`config.mk`:
```
export PLATFORM = sky130hd
export DESIGN_NAME = bspmd_isqrt
export DESIGN_NICKNAME = d
export VERILOG_FILES = /design/src/hw/rtl/bspmd_pkg.sv /design/src/hw/rtl/bspmd_isqrt.sv
export VERILOG_INCLUDE_DIRS = /design/src /design/src/hw/rtl
export SDC_FILE = /design/constraint.sdc
export NUM_CORES = 2
export LEC_CHECK = 0
export BUFFER_PORTS_ARGS = -buffer_cell sky130_fd_sc_hd__buf_2
export CORE_MARGIN = 4
export CORE_UTILIZATION = 55
export DETAILED_ROUTE_END_ITERATION = 7
export HOLD_SLACK_MARGIN = 0.02
export PLACE_DENSITY = 0.71
export SYNTH_ARGS = -nofsm -noshare
export SYNTH_HDL_FRONTEND = slang
export SYNTH_SLANG_ARGS = --single-unit
```
`constraint.sdc`:
```
create_clock -name i_clk -period 4.3 [get_ports i_clk]
set_input_delay 0.86 -clock i_clk [delete_from_list [all_inputs] [get_ports i_clk]]
set_output_delay 0.86 -clock i_clk [all_outputs]
set_load 0.01 [all_outputs]
```
`src/hw/rtl/box_sphere_point_min_distance_core_macros.svh`:
```
// Assertion helpers shared by the RTL files.
`ifndef BOX_SPHERE_POINT_MIN_DISTANCE_CORE_MACROS_SVH
`define BOX_SPHERE_POINT_MIN_DISTANCE_CORE_MACROS_SVH

// Same-cycle implication, disabled while in reset.
`define BSPMD_ASSERT_NOW(label, clk, rst_n, ante, cons) \
    label: assert property (@(posedge clk) disable iff (!rst_n) (ante) |-> (cons)) \
        else $error("bspmd: same-cycle check failed");

// Next-cycle implication, disabled while in reset.
`define BSPMD_ASSERT_NEXT(label, clk, rst_n, ante, cons) \
    label: assert property (@(posedge clk) disable iff (!rst_n) (ante) |=> (cons)) \
        else $error("bspmd: next-cycle check failed");

`endif

```
`src/hw/rtl/bspmd_pkg.sv`:
```
package bspmd_pkg;

    // Spatial axes handled per beat.
    localparam int AXES = 3;

    // Pipeline advance and beat-valid handed to the square-root pipe.
    typedef struct packed {
        logic en;
        logic vld;
    } t_pipe_ctl;

endpackage

```
`src/hw/rtl/bspmd_isqrt.sv`:
```
`include "box_sphere_point_min_distance_core_macros.svh"

// Floor square root, one result bit per stage, ROOT_W stages.
module bspmd_isqrt #(
    parameter int SUM_W  = 52,
    parameter int ROOT_W = 26,
    parameter int SIDE_W = 25
) (
    input  logic                    i_clk,
    input  logic                    i_rst_n,
    input  bspmd_pkg::t_pipe_ctl    i_ctl,
    input  logic [SUM_W-1:0]        i_rad,
    input  logic [SIDE_W-1:0]       i_side,
    output logic                    o_vld,
    output logic [ROOT_W-1:0]       o_root,
    output logic [SIDE_W-1:0]       o_side
);

    logic [SUM_W-1:0]  r_rem  [ROOT_W];
    logic [SUM_W-1:0]  r_root [ROOT_W];
    logic [SIDE_W-1:0] r_side [ROOT_W];
    logic [ROOT_W-1:0] r_vld;

    for (genvar s = 0; s < ROOT_W; s++) begin : g_step
        // trial bit 4^i, i running from ROOT_W-1 down to 0
        localparam logic [SUM_W:0] BIT = (SUM_W+1)'(1) << (2*(ROOT_W-1-s));

        logic [SUM_W-1:0]  rem_in;
        logic [SUM_W-1:0]  root_in;
        logic [SIDE_W-1:0] side_in;
        logic              vld_in;
        logic [SUM_W:0]    trial;
        logic              fits;
        logic [SUM_W-1:0]  n_rem;
        logic [SUM_W-1:0]  n_root;

        if (s == 0) begin : g_first
            assign rem_in  = i_rad;
            assign root_in = '0;
            assign side_in = i_side;
            assign vld_in  = i_ctl.vld;
        end else begin : g_next
            assign rem_in  = r_rem[s-1];
            assign root_in = r_root[s-1];
            assign side_in = r_side[s-1];
            assign vld_in  = r_vld[s-1];
        end

        always_comb begin
            trial = {1'b0, root_in} + BIT;
            fits  = ({1'b0, rem_in} >= trial);
            if (fits) begin
                n_rem  = rem_in - trial[SUM_W-1:0];
                n_root = (root_in >> 1) + BIT[SUM_W-1:0];
            end else begin
                n_rem  = rem_in;
                n_root = root_in >> 1;
            end
        end

        always_ff @(posedge i_clk) begin
            if (!i_rst_n) begin
                r_vld[s] <= 1'b0;
            end else if (i_ctl.en) begin
                r_vld[s] <= vld_in;
            end
        end

        always_ff @(posedge i_clk) begin
            if (i_ctl.en) begin
                r_rem[s]  <= n_rem;
                r_root[s] <= n_root;
                r_side[s] <= side_in;
            end
        end
    end

    logic [SUM_W-1:0] last_rem;
    logic [SUM_W-1:0] last_root;

    assign last_rem  = r_rem[ROOT_W-1];
    assign last_root = r_root[ROOT_W-1];

    assign o_vld  = r_vld[ROOT_W-1];
    assign o_root = last_root[ROOT_W-1:0];
    assign o_side = r_side[ROOT_W-1];

    // leftover n - r^2 never exceeds 2r for a floor root
    `BSPMD_ASSERT_NOW(a_rem_bound, i_clk, i_rst_n, o_vld, last_rem <= {last_root[SUM_W-2:0], 1'b0})
    // root fits in ROOT_W bits
    `BSPMD_ASSERT_NOW(a_root_fits, i_clk, i_rst_n, o_vld, last_root[SUM_W-1:ROOT_W] == '0)

endmodule

```
==> impl_results.md <==
- RD Place Congestion: 0.973
- Top cell type's share of synthesized area: 69.9%
- Pwr dens: 523 nW/µm²
- Hold Fails Final Rpt: 0
- Synth-to-layout area growth: 12.3%
- Peak VDD IR: 0.376 mV
- Max-slew headroom: 13.1%
- Via Count: 55.9k
- Fin nets: 7719
- Vias in the first global route: 55.6k
- Int Pwr: 43.0 mW
- Chip Width: 432 µm
- Fraction of registers with async set/reset: 0%
- Post-CTS sizing: 0
- Flop pwr share: 50.7%
- Outcome: completed
- CP max FO: 14
- Time the worst path needs with I/O delays and setup: 4.16 ns
- Slew Viols, Final: 0
- Met3 Use GR: 3.16%
- First-pass GRT wire length: 305000 µm
- Aggregate global routing overflow: 0
- Leak: 40.9 nW
- Cell area after placement: 103000 µm²
- Starting Density: 55.4%
- Synth area leaders: edfxtp_1, ha_1, xor2_1
- Syn. warnings: 0
- Final WL: 195000 µm
- Fraction of layout cells with a size suffix above 1: 9.27%
- Ports: 133
- Post-DR vias/cell: 5.70
- Antenna violations before repair: 4
- Hold_buf cts: 0
- Yosys cell types: 92
- #FFs+latches synth: 2327
- Dpl hpwl: 140000 µm
- Slew at the pin closest to its max-slew limit: 1.29 ns
- Die area: 187000 µm²
- Post-DRT Antenna Nets: 0
- Initial DRT Pass Iterations: 6
- CTS clk-pin slew, worst paths: 0.06 ns
- Switching Power: 15.1 mW
- RSZ-0062 raised after global routing: false
- Core ar.: 179000 µm²
- Post-Synthesis Cell Area: 98900 µm²
- Clk pwr share: 34.4%
- Max frequency: 241 MHz
- Overall Power: 58.1 mW
- Avg Cell Area, Syn: 14.4 µm²
- CTS root buf: clkbuf_16
- Leading area contributor after synthesis: edfxtp_1
- H-tree Lvls: 4
- Mapped Nets: 7347
- Crit-path max cell delay: 0.95 ns
- Register area share after synthesis: 70.4%
- Clock Latency Late Sink: 0.89 ns
- Synth Flop Type: edfxtp_1
- Total CTS buffers: 228
- Fin crit share: 96.7%
- Final setup vio count: 0
- GRT Max-Usage Layer: met2
- Hold crit path type: input pin to register
- GR Util met1: 26.5%
- CTS Sinks: 2327
- Row cnt: 155
- Most common cell after layout, fill and taps aside: edfxtp_1
- Met2 Use GR: 36.0%
- Crit path kind: register to register
- Largest net degree at the start of global routing: 154
- Number of synthesized flops with an enable pin: 2301
- Post-CTS Setup Inserts: 0
- Required time of the worst setup path: 4.87 ns
- CTS tree: built
- Worst Skew: 0.0745 ns
- Max_cap viols: 0
- Average wire per standard cell: 19.8 µm
- CP startpoint kind: register
- Die height: 432 µm
- Post-Syn Instances: 6893
- CP arrival: 4.73 ns
- All-Layer GR Usage: 20.8%
- Gate power share: 14.9%
- Critical Path, Cell by Cell: or4_1, nor4_1, nand3_1, o2111ai_1, a31oi_4, or4b_1, o41ai_1, nand2_1
- # fillers: 13.1k
- Max clock buf depth: 3
- Starting DRC count in detailed routing: 4313
- Critical-path top delay cell: nor4_1
- Final setup TNS: 0 ns
- Sw Ratio: 26.0%
- Critical Path End Type: register
- Most frequent cells in the layout: edfxtp_1, inv_1, nand2_1, ha_1, nor2_1
- Final instance area: 111000 µm²
- Drt drc: 0
- PortBufs: 132
## stage by stage
| stage | instances | setup WS (ns) | utilization [%] | hold WS (ns) |
|---|---|---|---|---|
| after floorplan | 6893 | 1.04 | - | 0.400 |
| after global placement | 9390 | 0.127 | 57.9 | 0.400 |
| after detailed placement | 9390 | 0.105 | 57.9 | 0.405 |
| after CTS | 9818 | 0.0845 | 62.2 | 0.0662 |
| after global routing | 9818 | 0.0105 | 62.2 | 0.0874 |
| final | 9822 | 0.144 | 62.2 | 0.147 |
## path summary, 6_finish.rpt
path                                                from                  endpoint  slack (ns)  cells past startpoint
worst max-delay path             r_rem[2][395]$_DFFE_PP_    r_rem[3][40]$_DFFE_PP_        0.14                      8
worst max register to register   r_rem[2][395]$_DFFE_PP_    r_rem[3][40]$_DFFE_PP_        0.14                      8
worst min-delay path                           i_side[6]    r_side[0][6]$_DFFE_PP_        0.15                      1
worst min register to register  r_side[21][13]$_DFFE_PP_  r_side[22][13]$_DFFE_PP_        0.39                      0
## cells by family (layout without fill, tap and decap cells)
group | count (synthesis) | after routing | share of synthesized area (%)
other cells | 0 | 4 | 0
flops | 2327 | 2327 | 70.4
compound gates | 1158 | 1158 | 7.38
fa+ha+maj | 373 | 373 | 4.72
simple gates | 1839 | 1839 | 9.65
xor+xnor | 546 | 546 | 4.83
buf+inv | 575 | 1145 | 2.23
mux | 75 | 75 | 0.810
## layer usage
| layer | vias to the layer above | wire (µm) |
|---|---|---|
| li1 | 26900 | - |
| met1 | 27200 | 80800 |
| met2 | 1509 | 97000 |
| met3 | 379 | 9770 |
| met4 | 0 | 7420 |
| met5 | - | 0 |
## sequential cells by signal, summed over array words and instances (netlist names)
register       flops
r_side           650
g_step.vld_in     25
r_root           351
o_vld              1
r_rem           1300
## synthesized netlist by cell type (27+ instances only)
library cell     n
or4_1           44
mux2_2          40
and3_1          36
a21oi_1        322
o211ai_1        27
xor2_1         277
o21ai_0        313
xnor2_1        269
nand2_1        445
mux2i_1         35
clkbuf_1       100
a211oi_1        43
o31ai_1         46
nor2b_1         63
ha_1           373
nor4b_1         27
a31oi_1         32
nand3_1         88
nor2_1         368
nor4_1         203
o21a_1          78
nand2b_1        72
edfxtp_1      2301
nand4_1         88
or3_1           69
nor3_1         185
a21o_1         107
inv_1          454
## power groups by stage
stage / clock (mW) / sequential [mW] / combinational [mW]
3_3_place_gp: 0 / 29.8 / 8.37
3_5_place_dp: 0 / 29.9 / 8.56
2_1_floorplan: 0 / 29.3 / 6.15
5_1_grt: 21.6 / 29.7 / 9.64
6_report: 20.0 / 29.4 / 8.68
4_1_cts: 20.5 / 29.4 / 8.63
## cell type report
type                            count  area (µm²)  share of cell area (%)
Sequential cell                  2327       69600                    62.7
Multi-Input combinational cell   3991       27100                    24.4
Clock buffer                      276        5890                    5.30
Tap cell                         2355        2950                    2.65
Timing Repair Buffer              262        1980                    1.78
Clock inverter                    152        1790                    1.62
Inverter                          455        1710                    1.54
Antenna cell                        4        10.0                 0.00901
## critical path, delay by kind of cell, from the launching register on
kind | cells | cell delay [ns]
compound gates | 3 | 0.77
flops | 1 | 0.44
simple gates | 5 | 2.66
(Power assumes the default switching activity.)
